==> config.mk <==
export PLATFORM = sky130hd
export DESIGN_NAME = integer_to_ascii_formatter
export DESIGN_NICKNAME = d
export VERILOG_FILES = /design/src/rtl/i2a_pkg.sv /design/src/rtl/integer_to_ascii_formatter.sv
export VERILOG_INCLUDE_DIRS = /design/src /design/src/rtl
export SDC_FILE = /design/constraint.sdc
export NUM_CORES = 1
export LEC_CHECK = 0
export BUFFER_PORTS_ARGS = -buffer_cell sky130_fd_sc_hd__buf_4
export CORE_UTILIZATION = 55
export DETAILED_ROUTE_END_ITERATION = 10
export PLACE_DENSITY_LB_ADDON = 0.1
export SLEW_MARGIN = 10
export SYNTH_ARGS = -nofsm -noshare
export SYNTH_HDL_FRONTEND = slang
export SYNTH_SLANG_ARGS = --single-unit
==> constraint.sdc <==
create_clock -name clk_i -period 9.8 [get_ports clk_i]
set_input_delay 1.96 -clock clk_i [delete_from_list [all_inputs] [get_ports clk_i]]
set_output_delay 1.96 -clock clk_i [all_outputs]
set_load 0.05 [all_outputs]
==> src/rtl/integer_to_ascii_formatter_defines.svh <==
// ----------------------------------------------------------------------------
// integer_to_ascii_formatter assertion macros
// shared property wrappers, clocked on clk_i and held off during reset
// ----------------------------------------------------------------------------
`ifndef INTEGER_TO_ASCII_FORMATTER_DEFINES_SVH
`define INTEGER_TO_ASCII_FORMATTER_DEFINES_SVH

// condition that must hold at every edge out of reset
`define I2A_ASSERT(name, prop, msg) \
  name: assert property (@(posedge clk_i) disable iff (!rst_ni) (prop)) else $error(msg);

// consequence that must hold in the cycle after the trigger
`define I2A_ASSERT_NEXT(name, trig, cons, msg) \
  name: assert property (@(posedge clk_i) disable iff (!rst_ni) (trig) |=> (cons)) \
    else $error(msg);

`endif

==> src/rtl/i2a_pkg.sv <==
// ----------------------------------------------------------------------------
// i2a_pkg
// request types, mode and state codes and character constants
// ----------------------------------------------------------------------------
`timescale 1ns / 1ps

package i2a_pkg;

  typedef enum logic [2:0] {
    MODE_SDEC = 3'd0,
    MODE_UDEC = 3'd1,
    MODE_OCT  = 3'd2,
    MODE_HEX  = 3'd3,
    MODE_PTR  = 3'd4
  } mode_e;

  typedef enum logic [3:0] {
    S_IDLE,
    S_CONV,
    S_SCAN,
    S_PFX0,
    S_PFXX,
    S_SIGN1,
    S_PAD,
    S_SIGN2,
    S_DIGIT
  } state_e;

  typedef struct packed {
    logic [31:0] value;
    logic [2:0]  mode;
    logic [5:0]  width;
    logic        zero_pad;
  } in_t;

  typedef struct packed {
    logic [6:0] char_code;
    logic       last_char;
  } out_t;

  localparam logic [6:0] CHAR_ZERO  = 7'h30;
  localparam logic [6:0] CHAR_A     = 7'h61;
  localparam logic [6:0] CHAR_MINUS = 7'h2d;
  localparam logic [6:0] CHAR_X     = 7'h78;
  localparam logic [6:0] CHAR_SPACE = 7'h20;
  localparam logic [3:0] PTR_WIDTH  = 4'd8;

  // one digit value 0..15 to its lowercase ascii character
  function automatic logic [6:0] digit_char(input logic [3:0] d);
    if (d < 4'd10) begin
      digit_char = CHAR_ZERO + 7'(d);
    end else begin
      digit_char = CHAR_A + 7'(d) - 7'd10;
    end
  endfunction

endpackage

==> src/rtl/integer_to_ascii_formatter.sv <==
// ----------------------------------------------------------------------------
// integer_to_ascii_formatter
// printf style integer conversion (signed/unsigned decimal, octal, hex,
// pointer) to a stream of ascii characters
// ----------------------------------------------------------------------------
// One request carries a word, a mode, a minimum field width and a zero-pad
// flag; the block answers with one character per output transfer and marks
// the final one with last_char. Modes 5 to 7 are taken and produce nothing.
// Steps of one request: conversion, in which the word is shifted in one bit
// per cycle, msb first, through a chain of 4-bit digit cells (add-3
// correction for decimal, plain shift for octal and hex); then a scan that
// drops leading zero digits (at most NDIG-1, NDIG being ceil(VALUE_BITS/3))
// and then sets the padding count; then one character per cycle while the
// sink is ready, with the sign and padding steps in between, which may emit
// nothing. A new request is taken once the previous one's last character
// sits in the output register.
// ----------------------------------------------------------------------------
`timescale 1ns / 1ps

`include "integer_to_ascii_formatter_defines.svh"

module integer_to_ascii_formatter #(
  parameter int VALUE_BITS = 32,
  parameter int MAX_WIDTH  = 60
) (
  input  logic          clk_i,
  input  logic          rst_ni,
  input  logic          in_valid_i,
  output logic          in_ready_o,
  input  i2a_pkg::in_t  in_data_i,
  output logic          out_valid_o,
  input  logic          out_ready_i,
  output i2a_pkg::out_t out_data_o
);

  import i2a_pkg::*;

  // digit cells: octal needs the most digits of the three radixes
  localparam int NDIG = (VALUE_BITS + 2) / 3;
  localparam int BW   = $clog2(VALUE_BITS);
  localparam int DW   = $clog2(NDIG + 1);
  localparam int PW   = $clog2(MAX_WIDTH + 1);
  localparam int CW   = ((PW > DW) ? PW : DW) + 1;

  // control state
  state_e state_q, state_d;
  logic   out_valid_q, out_valid_d;

  // request and working registers
  out_t                     out_q, out_d;
  mode_e                    mode_q, mode_d;
  logic                     neg_q, neg_d;
  logic                     zpad_q, zpad_d;
  logic                     ptr_q, ptr_d;
  logic [PW-1:0]            w_q, w_d;
  logic [PW-1:0]            pad_q, pad_d;
  logic [VALUE_BITS-1:0]    mag_q, mag_d;
  logic [BW-1:0]            bcnt_q, bcnt_d;
  logic [DW-1:0]            dcnt_q, dcnt_d;
  logic [NDIG-1:0][3:0]     dig_q, dig_d;

  // digit chain next value
  logic [NDIG-1:0][2:0]     dig_keep;
  logic [NDIG-1:0]          dig_co;
  logic [NDIG-1:0][3:0]     dig_shift;

  // helpers
  logic                     out_free;
  logic                     mode_ok;
  logic [VALUE_BITS-1:0]    val_ext;
  logic                     val_neg;
  logic [5:0]               w_sat;
  logic [CW-1:0]            used;
  logic [CW-1:0]            w_ext;
  logic [PW-1:0]            pad_calc;

  assign out_free  = !out_valid_q || out_ready_i;
  assign mode_ok   = (in_data_i.mode <= MODE_PTR);
  assign val_ext   = VALUE_BITS'(in_data_i.value);
  assign val_neg   = (in_data_i.mode == MODE_SDEC) && val_ext[VALUE_BITS-1];
  assign w_sat     = (in_data_i.width > 6'(MAX_WIDTH)) ? 6'(MAX_WIDTH) : in_data_i.width;

  // padding = field width minus digits minus sign, floored at zero
  assign used      = CW'(dcnt_q) + CW'(neg_q);
  assign w_ext     = CW'(w_q);
  assign pad_calc  = (w_ext > used) ? PW'(w_ext - used) : '0;

  // one cell per digit; each takes the carry of the cell below it
  always_comb begin
    logic [3:0] d;
    logic [3:0] adj;
    for (int i = 0; i < NDIG; i++) begin
      d   = dig_q[i];
      adj = d;
      case (mode_q) inside
        MODE_SDEC, MODE_UDEC: begin
          // add-3 correction keeps each cell a valid bcd digit after the shift
          adj         = (d >= 4'd5) ? d + 4'd3 : d;
          dig_co[i]   = adj[3];
          dig_keep[i] = adj[2:0];
        end
        MODE_OCT: begin
          dig_co[i]   = d[2];
          dig_keep[i] = {1'b0, d[1:0]};
        end
        default: begin
          dig_co[i]   = d[3];
          dig_keep[i] = d[2:0];
        end
      endcase
    end
    // the lowest cell takes the next bit of the word
    dig_shift[0] = {dig_keep[0], mag_q[VALUE_BITS-1]};
    for (int i = 1; i < NDIG; i++) begin
      dig_shift[i] = {dig_keep[i], dig_co[i-1]};
    end
  end

  // sequencer: convert, drop leading zeros, then emit prefix, sign, pad, digits
  always_comb begin
    state_d     = state_q;
    out_valid_d = out_valid_q && !out_ready_i;
    out_d       = out_q;
    mode_d      = mode_q;
    neg_d       = neg_q;
    zpad_d      = zpad_q;
    ptr_d       = ptr_q;
    w_d         = w_q;
    pad_d       = pad_q;
    mag_d       = mag_q;
    bcnt_d      = bcnt_q;
    dcnt_d      = dcnt_q;
    dig_d       = dig_q;
    in_ready_o  = (state_q == S_IDLE);

    unique case (state_q)
      S_IDLE: begin
        if (in_valid_i && mode_ok) begin
          mode_d = mode_e'(in_data_i.mode);
          neg_d  = val_neg;
          mag_d  = val_neg ? (~val_ext + 1'b1) : val_ext;
          dig_d  = '0;
          bcnt_d = BW'(VALUE_BITS - 1);
          if (in_data_i.mode == MODE_PTR) begin
            ptr_d  = 1'b1;
            zpad_d = 1'b1;
            w_d    = PW'(PTR_WIDTH);
          end else begin
            ptr_d  = 1'b0;
            zpad_d = in_data_i.zero_pad;
            w_d    = PW'(w_sat);
          end
          state_d = S_CONV;
        end
      end

      S_CONV: begin
        mag_d  = mag_q << 1;
        dig_d  = dig_shift;
        bcnt_d = bcnt_q - 1'b1;
        if (bcnt_q == '0) begin
          dcnt_d  = DW'(NDIG);
          state_d = S_SCAN;
        end
      end

      S_SCAN: begin
        // keep at least one digit so that zero prints as a single '0'
        if (dcnt_q > DW'(1) && dig_q[NDIG-1] == 4'd0) begin
          dig_d  = dig_q << 4;
          dcnt_d = dcnt_q - 1'b1;
        end else begin
          pad_d   = pad_calc;
          state_d = ptr_q ? S_PFX0 : S_SIGN1;
        end
      end

      S_PFX0: begin
        if (out_free) begin
          out_valid_d = 1'b1;
          out_d       = '{char_code: CHAR_ZERO, last_char: 1'b0};
          state_d     = S_PFXX;
        end
      end

      S_PFXX: begin
        if (out_free) begin
          out_valid_d = 1'b1;
          out_d       = '{char_code: CHAR_X, last_char: 1'b0};
          state_d     = S_SIGN1;
        end
      end

      S_SIGN1: begin
        // zero padding puts the minus ahead of the zeros
        if (neg_q && zpad_q) begin
          if (out_free) begin
            out_valid_d = 1'b1;
            out_d       = '{char_code: CHAR_MINUS, last_char: 1'b0};
            state_d     = S_PAD;
          end
        end else begin
          state_d = S_PAD;
        end
      end

      S_PAD: begin
        if (pad_q == '0) begin
          state_d = S_SIGN2;
        end else if (out_free) begin
          out_valid_d = 1'b1;
          out_d       = '{char_code: zpad_q ? CHAR_ZERO : CHAR_SPACE, last_char: 1'b0};
          pad_d       = pad_q - 1'b1;
        end
      end

      S_SIGN2: begin
        // space padding puts the minus right before the digits
        if (neg_q && !zpad_q) begin
          if (out_free) begin
            out_valid_d = 1'b1;
            out_d       = '{char_code: CHAR_MINUS, last_char: 1'b0};
            state_d     = S_DIGIT;
          end
        end else begin
          state_d = S_DIGIT;
        end
      end

      S_DIGIT: begin
        if (out_free) begin
          out_valid_d = 1'b1;
          out_d       = '{char_code: digit_char(dig_q[NDIG-1]),
                          last_char: (dcnt_q == DW'(1))};
          dig_d       = dig_q << 4;
          dcnt_d      = dcnt_q - 1'b1;
          if (dcnt_q == DW'(1)) begin
            state_d = S_IDLE;
          end
        end
      end

      default: begin
        state_d = S_IDLE;
      end
    endcase
  end

  // control registers
  always_ff @(posedge clk_i or negedge rst_ni) begin
    if (!rst_ni) begin
      state_q     <= S_IDLE;
      out_valid_q <= 1'b0;
    end else begin
      state_q     <= state_d;
      out_valid_q <= out_valid_d;
    end
  end

  // payload and working registers
  always_ff @(posedge clk_i) begin
    out_q  <= out_d;
    mode_q <= mode_d;
    neg_q  <= neg_d;
    zpad_q <= zpad_d;
    ptr_q  <= ptr_d;
    w_q    <= w_d;
    pad_q  <= pad_d;
    mag_q  <= mag_d;
    bcnt_q <= bcnt_d;
    dcnt_q <= dcnt_d;
    dig_q  <= dig_d;
  end

  assign out_valid_o = out_valid_q;
  assign out_data_o  = out_q;

  // a valid mode request always starts a conversion
  `I2A_ASSERT_NEXT(a_start_conv, in_valid_i && in_ready_o && mode_ok, state_q == S_CONV, "request not converted")
  // the digit count never runs out while digits remain to emit
  `I2A_ASSERT(a_dcnt_nonzero, (state_q != S_DIGIT) || (dcnt_q != '0), "digit count empty in digit phase")
  // the final digit is flagged as the end of the number
  `I2A_ASSERT_NEXT(a_last_flag, state_q == S_DIGIT && out_free && dcnt_q == DW'(1), out_valid_q && out_q.last_char && state_q == S_IDLE, "last digit not flagged")

endmodule
* Yosys cells after proc, flatten, opt, wreduce, memory -nomap -nowiden
Cells that the tools add are included.
** Word-level totals
- Input port bits :: 46
- Logic and storage cells :: 223
- Register bits after elaboration :: 116
** Cells by class
- Reduce and logical (&&, ||, !) cells :: 31
- $add $sub $neg :: 20
- Magnitude comparators :: 16
- Mux-type cells :: 103
- Bitwise logic cells :: 1
- Eq/ne operators :: 27
** Operators by type and width (number)
- 44-bit case mux with 4 select lines :: 1
- 44-bit 2-to-1 mux :: 3
- 4-bit 2-to-1 mux :: 25
- 3-bit 2-to-1 mux :: 24
- 32-bit 2-to-1 mux :: 2
- 8-bit 2-to-1 mux :: 8
- 32-bit case mux with 2 select lines :: 1
- 8-bit case mux with 6 select lines :: 1
- 4-bit by 3-bit greater-or-equal comparator with 1-bit output (second input constant) :: 11
- 4-bit by 2-bit adder with 4-bit output (second input constant) :: 10
- 4-bit case mux with 9 select lines :: 1
- 32-bit by 1-bit adder with 32-bit output (second input constant) :: 1
- 32-bit inverter :: 1
- 6-bit 2-to-1 mux :: 5
- 1-bit 2-to-1 mux :: 25
- 2-bit inequality test (second input constant) :: 12
- 4-bit by 3-bit equality test with 1-bit output (second input constant) :: 4
- 4-bit case mux with 3 select lines :: 1
- 6-bit case mux with 2 select lines :: 1
- 4-bit AND reduction :: 3
- 5-bit 2-to-1 mux :: 2
- 5-bit case mux with 2 select lines :: 1
- 10-bit AND reduction :: 1
- 4-bit by 1-bit equality test with 1-bit output (second input constant) :: 2
- other kinds (38) :: 52

* Longest topological paths before layout
Gate-level depths: netlist of run 1.
- Depth after elaboration :: 5
- Mapped depth :: 9
- Mapped depth without buffers :: 9

* Least setup slack after synthesis of run 1
Ideal clock, no wire load.
- Path kind :: input port to flip-flop
- From :: in out_ready_i
- To :: reg dig_q[0] in the netlist's numbering (enable)
- Library setup time :: 682 ps
- Cell stages on the path :: 3
- Required time :: 9118 ps
- Path slack :: -86 ps
- Arrival time :: 9203 ps
- Cells stage by stage :: nand2b_1 o22ai_1 a2111oi_0
** On the way
- Word-level cells in the longest chain between the ends :: 3
** RTL lines
- start: declaration :: RTL line integer_to_ascii_formatter.sv:32 : input logic out_ready_i,
- 1-bit logical OR :: RTL line integer_to_ascii_formatter.sv:77 : assign out_free = !out_valid_q || out_ready_i;
- 2-bit inequality test (no line)
- 4-bit AND reduction (no line)
- end signal: assignment :: RTL line integer_to_ascii_formatter.sv:272 : dig_q <= dig_d;
- end: declaration :: RTL line integer_to_ascii_formatter.sv:60 : logic [NDIG-1:0][3:0] dig_q, dig_d;
Every way passes these cells.
A chain may end at the register's enable or synchronous reset.

* Worst setup path in the final report of run 1
- From :: reg state_q[1]
- To :: out in_ready_o
** On the way
- Word-level cells in the longest chain between the ends :: 1
** RTL lines
- start: declaration :: RTL line integer_to_ascii_formatter.sv:46 : state_e state_q, state_d;
- start signal: assignment :: RTL line integer_to_ascii_formatter.sv:255 : state_q <= state_d;
- 4-bit zero test :: RTL line integer_to_ascii_formatter.sv:134 : in_ready_o = (state_q == S_IDLE);
- end: declaration :: RTL line integer_to_ascii_formatter.sv:29 : output logic in_ready_o,
Every way passes these cells.

==> flow_summary_export.csv, run 1 <==
group,metric,value,unit
status,outcome,"complete, no violations",
routing,vias,6075,
power_and_ir_drop,p_per_area,307,nW/um^2
final_layout,fin_util,65.3,%
placement,port_buffers,55,
global_route,grt_pass1_wl,27.8,mm
setup_path,crit_arrival,1.93,ns
timing,whs,0.521,ns
synthesis,ys_warn_count,0,
routing,dr.pass1.iters,5,
power_and_ir_drop,power,2.67,mW
die,dieArea,14200,sq um
routing,drcViolationCount,0,
setup_path,endpoint_kind,"primary output",
timing,rsz0062_at_grt,"no",
final_layout,drive_gt1_share,12.4,%
clock_network,root_buffer,"clkbuf_16",
synthesis,synth_edf_count,111,
synthesis,synth.largest_area_cell,"edfxtp_1",
setup_path,cp_max_fo,23,
global_route,first_global_vias,5775,
flow_run,drv_cap,0,
setup_path,critical-path-max-stage-delay,0.65,ns
setup_path,path_class,"reg -> out",
synthesis,synth_area,7560,sq um
global_route,grt_usage,24.7,%
placement,dp_hpwl,11.1,mm
timing,hold_violations,0,
synthesis,ys_ff_latch,116,
clock_network,hold_buffers,0,
routing,via_per_inst,5.94,
final_layout,diodes,0,
clock_network,h-tree-depth,4,
synthesis,ys.flop_type,"edfxtp_1",
die,initial_core_util,56.7,%
synthesis,synthesis.nets,875,
clock_network,post-cts-setup-buffers,0,
clock_network,cts.path.max_buffers,2,
synthesis,synth_seq_area_share,45.7,%
final_layout,fin_nets,916,
timing,setup_viol,0,
setup_path,worstSetupStartpointType,"flip-flop",
timing,min_period,3.89,ns
die,coreArea,13300,sq um
clock_network,cts_resized,0,
clock_network,tritoncts,"yes",
routing,drt-total-wl,16.7,mm
timing,period_share,39.7,%
setup_path,crit-reg2reg-launch,"neg_q$_DFFE_PP_",
setup_path,cp-startpoint,"state_q[1]$_DFFE_PN0P_",
setup_path,r2r_cells,9,
worst_hold_path,hp-class,"reg -> reg",
timing,slew_viol_final,0,
power_and_ir_drop,vdd_drop_max,126,uV
timing,skew,0.00553,ns
setup_path,cp_cell_sequence,"or2_2, nor3_1, buf_4",
setup_path,cp.required,7.84,ns
placement,pre_cts_ws,5.58,ns
clock_network,cts.sinks,116,
clock_network,clk_latency,0.43,ns
synthesis,syn_area_per_cell,9.54,sq um
global_route,antenna_found_initial,0,
timing,setup_ws,5.91,ns
placement,place_congestion,0.891,
timing,finalSetupTns,0,ns
die,io_pins,56,
clock_network,numCtsBuffers,17,
worst_hold_path,hp-start,"mag_q[8]$_DFFE_PP_",
final_layout,synthToLayoutAreaGrowth,15.2,%
synthesis,synthCells,793,
timing,slew_headroom,35.6,%
die,die_x,119,microns
routing,post_drt_wl_per_cell,16.3,microns
synthesis,async_flop_share,4.31,%
synthesis,synth_cell_types,67,
routing,drt_iter0_drc,685,
timing,worst_slew_pin_slew,0.962,ns
die,rows,42,
clock_network,path_clk_slew,0.05,ns
routing,ant_nets,0,
synthesis,ys_top_cells_by_area,"edfxtp_1 44%, ha_1 5.8%, nand2_1 5.0%",
worst_hold_path,holdPathStages,2,
power_and_ir_drop,leakage,3.27,nW
synthesis,synth.top_cell.area_share,44.1,%
global_route,grt_max_degree,74,
global_route,overflow,0,
die,die_h,119,microns
timing,fmax,257,MHz
setup_path,worst_path_max_delay_cell,"dfrtp_1",
-- worst max-delay path: cells and delay by family (launching register included) --
family	cells	cell delay (ns)
DFF	1	0.65
and+or+nand+nor	2	0.62
buffers and inverters	1	0.24
-- layout by cell type (no fill, tap or decap), types with 7 or more instances in the layout --
cell type  synthesis  final
nand2_1          101    101
o21ai_0           74     74
a32o_1             7      7
a31oi_1            7      7
clkbuf_16          0     17
xor2_1             9      9
mux2i_1           10     10
buf_4              0     62
a32oi_1            7      7
a21oi_1           45     45
inv_1             51     51
nand2b_1          19     19
a21o_1            13     13
a22o_1            10     10
ha_1              35     35
edfxtp_1         111    111
nor2_1            63     63
o211ai_1          17     17
nor3_1            16     15
nand3_1            8      8
xnor2_1           41     41
or3_1              7      7
-- kinds of logic after synthesis --
group / after synthesis / synth area share, %
and+or+nand+nor: 264 / 17.2
AOI/OAI and AO/OA: 223 / 18.9
adders and majority gates: 36 / 6.05
muxes: 12 / 1.62
buffers and inverters: 91 / 4.63
other: 1 / 0.0496
DFF: 116 / 45.7
xor gates and xnor gates: 50 / 5.79
-- per-stage QoR --
stage,instance area [sq um],instances
2_1_floorplan,7560,793
3_3_place_gp,8110,991
3_5_place_dp,8110,991
4_1_cts,8710,1023
5_1_grt,8710,1023
6_report,8710,1023
-- final timing paths --
| check | endpoint | slack (ns) |
|---|---|---|
| worst min-delay path | mag_q[9]$_DFFE_PP_ | 0.52 |
| min in group asynchronous | state_q[2]$_DFFE_PN0P_ | 1.33 |
| worst max-delay path | in_ready_o | 5.91 |
| max in group asynchronous | state_q[1]$_DFFE_PN0P_ | 8.37 |
| worst min register to register | mag_q[9]$_DFFE_PP_ | 0.52 |
| worst max register to register | pad_q[0]$_DFFE_PP_ | 6.98 |
-- report_power, final --
group	switching [mW]	internal, mW	leakage (nW)	total [mW]
Clock	0.224	0.419	0.293	0.643
Sequential	0.210	0.838	1.09	1.05
Combinational	0.609	0.372	1.89	0.981
-- Yosys cell counts, types with 5 or more instances --
| library cell | n |
|---|---|
| a21o_1 | 13 |
| a21oi_1 | 45 |
| a22o_1 | 10 |
| a22oi_1 | 5 |
| a31oi_1 | 7 |
| a32o_1 | 7 |
| a32oi_1 | 7 |
| and2_1 | 5 |
| clkbuf_1 | 37 |
| dfrtp_1 | 5 |
| edfxtp_1 | 111 |
| ha_1 | 35 |
| inv_1 | 51 |
| mux2i_1 | 10 |
| nand2_1 | 101 |
| nand2b_1 | 19 |
| nand3_1 | 8 |
| nor2_1 | 63 |
| nor2b_1 | 6 |
| nor3_1 | 16 |
| o211ai_1 | 17 |
| o21ai_0 | 74 |
| o22ai_1 | 6 |
| or3_1 | 7 |
| or4_1 | 6 |
| xnor2_1 | 41 |
| xor2_1 | 9 |
-- state kept, by name, summed over array words and instances, names as in the netlist --
| signal | count |
|---|---|
| bcnt_q | 5 |
| dcnt_q | 4 |
| dig_q | 44 |
| mag_q | 32 |
| mode_q | 3 |
| neg_q | 1 |
| out_data_o | 8 |
| out_valid_o | 1 |
| pad_q | 6 |
| ptr_q | 1 |
| state_q | 4 |
| w_q | 6 |
| zpad_q | 1 |
-- per-layer routing --
layer	part of all wire [%]	track usage, %
met1	46	32.4
met2	48	40.2
met4	1.6	10.2
met5	0	0
met3	4.3	4.41
-- cell type report --
class	count	area, sq um
fillers	1113	4640
multi-input cells	586	3780
well taps	176	220
flip-flops and latches	116	3460
clock inverters	13	164
repair buffers	62	465
inverters	51	191
clock buffers	19	433
Power figures use the tool's default switching activity.
==> run 2: changes to the inputs <==
Clock period 9.8 ns to 3.6 ns, I/O delays scaled along.
==> run 2 against run 1 <==
Routed wire length fell by 1.1%. Clock power rose to 2.6 times the previous value. Total power rose to 2.7 times the previous value. Worst setup slack got worse by 5.0 ns. Design area rose by 0.53%. Die area did not move. Core utilization rose by 0.35 points. Register-to-register slack got worse by 6.0 ns. Sequential share of layout area fell by 0.21 points.
==> flow_summary_export.csv, run 2 (synthesis gave the netlist of run 1 again) <==
group,metric,value,unit
setup_path,cp_cell_sequence,"ha_1, ha_1, xnor2_1, ha_1, and3_1, nand3_1, o21a_1, o21ai_0, o22ai_1",
routing,via_per_inst,5.96,
setup_path,crit_arrival,2.81,ns
timing,worst_slew_pin_slew,1.14,ns
power_and_ir_drop,p_per_area,827,nW/um^2
setup_path,cp.required,3.74,ns
setup_path,worst_path_max_delay_cell,"edfxtp_1",
routing,drt-total-wl,16.5,mm
setup_path,critPathMostFrequentCell,"ha_1",
routing,drcViolationCount,0,
setup_path,path_class,"reg -> reg",
timing,hold_violations,0,
final_layout,synthToLayoutAreaGrowth,15.8,%
die,die_x,119,microns
global_route,first_global_vias,5787,
setup_path,worstSetupStartpointType,"flip-flop",
timing,slew_viol_final,0,
global_route,antenna_found_initial,0,
power_and_ir_drop,power,7.24,mW
final_layout,fin_cells,1029,
clock_network,tritoncts,"yes",
timing,period_share,74.1,%
placement,dp_cells,997,
clock_network,hold_buffers,0,
die,rows,42,
final_layout,diodes,0,
final_layout,fin_area,8760,sq um
clock_network,cts_resized,0,
final_layout,drive_gt1_share,12.9,%
setup_path,cp_max_fo,5,
routing,vias,6128,
routing,post_drt_wl_per_cell,16.0,microns
routing,drt_iter0_drc,640,
clock_network,cts.sinks,116,
die,coreArea,13300,sq um
power_and_ir_drop,vdd_drop_max,459,uV
power_and_ir_drop,leakage,3.29,nW
clock_network,h-tree-depth,4,
placement,place_congestion,0.891,
setup_path,r2r_slack,0.93,ns
timing,fmax,375,MHz
die,die_h,119,microns
worst_hold_path,hp-class,"in -> async",
timing,slew_headroom,23.7,%
routing,dr.pass1.iters,5,
final_layout,mostFrequentLayoutCell,"edfxtp_1",
final_layout,fin_util,65.6,%
placement,dpl_cell_area,8180,sq um
final_layout,top_register,"dig_q",
die,initial_core_util,56.7,%
placement,port_buffers,55,
setup_path,r2r_cells,9,
global_route,grt_max_degree,45,
clock_network,cts.path.max_buffers,2,
die,io_pins,56,
final_layout,largest_reg_flops,44,
final_layout,fin_nets,922,
timing,finalSetupTns,0,ns
clock_network,numCtsBuffers,17,
setup_path,endpoint_kind,"flip-flop",
setup_path,critical-path-max-stage-delay,0.46,ns
setup_path,crit_buf_inv,0,
setup_path,crit-reg2reg-launch,"neg_q$_DFFE_PP_",
die,dieArea,14200,sq um
global_route,grt_usage,24.6,%
timing,skew,0.00746,ns
flow_run,drv_cap,0,
timing,rsz0062_at_grt,"no",
final_layout,final_cell_mix,"111 x edfxtp_1, 101 x nand2_1, 74 x o21ai_0, 67 x buf_4, 63 x nor2_1",
timing,min_period,2.67,ns
global_route,overflow,0,
status,outcome,"complete, no violations",
clock_network,path_clk_slew,0.05,ns
global_route,grt_pass1_wl,27.5,mm
placement,dp_hpwl,11.3,mm
setup_path,crit_family,"adder cells",
routing,ant_nets,0,
clock_network,post-cts-setup-buffers,0,
clock_network,root_buffer,"clkbuf_16",
setup_path,rr_endpoint,"pad_q[2]$_DFFE_PP_",
clock_network,clk_latency,0.42,ns
timing,setup_viol,0,
==> run 2: changes by cell type in the layout (fill, tap and decap cells not counted), sizes merged <==
cell	change
buf	+6
clkinvlp	+1
bufinv	-1
==> run 2: where the power goes <==
group | switching [mW] | total (mW) | internal, mW
Sequential | 0.540 | 2.82 | 2.28
Clock | 0.581 | 1.65 | 1.07
Combinational | 1.71 | 2.77 | 1.06
==> run 2: worst max path at each step <==
| stage | startpoint | to | slack (ns) | cells past startpoint |
|---|---|---|---|---|
| after floorplan | in_data_i[8] | bcnt_q[0]$_SDFFCE_PN1P_ | 0.30 | 4 |
| after global placement | in_data_i[10] | mag_q[30]$_DFFE_PP_ | 0.94 | 8 |
| after detailed placement | in_data_i[24] | mag_q[25]$_DFFE_PP_ | 0.89 | 6 |
| after CTS | neg_q$_DFFE_PP_ | pad_q[2]$_DFFE_PP_ | 0.94 | 9 |
| after global routing | neg_q$_DFFE_PP_ | pad_q[1]$_DFFE_PP_ | 0.71 | 9 |
| final | neg_q$_DFFE_PP_ | pad_q[2]$_DFFE_PP_ | 0.93 | 9 |
==> run 2: layout make-up <==
| class | count | area, sq um |
|---|---|---|
| clock inverter | 13 | 140 |
| fill | 1101 | 4590 |
| tap | 176 | 220 |
| inverter | 51 | 191 |
| multi-input combinational | 586 | 3790 |
| timing repair buffer | 68 | 523 |
| sequential | 116 | 3460 |
| clock buffer | 19 | 433 |
==> run 2: per-stage QoR <==
step,hold slack [ns],setup WS [ns]
after floorplan,0.424,0.302
after global placement,0.501,0.944
after detailed placement,0.513,0.895
after CTS,0.0837,0.938
after global routing,0.0863,0.713
final,0.0970,0.934
==> run 2: worst reg2reg max path: stages, from the launching register on <==
cell and delay (ns):
edfxtp_1 0.46, ha_1 0.26, ha_1 0.21, xnor2_1 0.14
ha_1 0.36, and3_1 0.17, nand3_1 0.10, o21a_1 0.12
o21ai_0 0.41, o22ai_1 0.17
==> run 2: routing by layer <==
| metal | vias to the layer above | share of wire, % | GRT usage (%) |
|---|---|---|---|
| met4 | 0 | 1.8 | 8.62 |
| met3 | 32 | 5.6 | 5.46 |
| met1 | 2886 | 45 | 33.0 |
| li1 | 2982 | - | - |
| met2 | 228 | 47 | 39.2 |
| met5 | - | 0 | 0 |
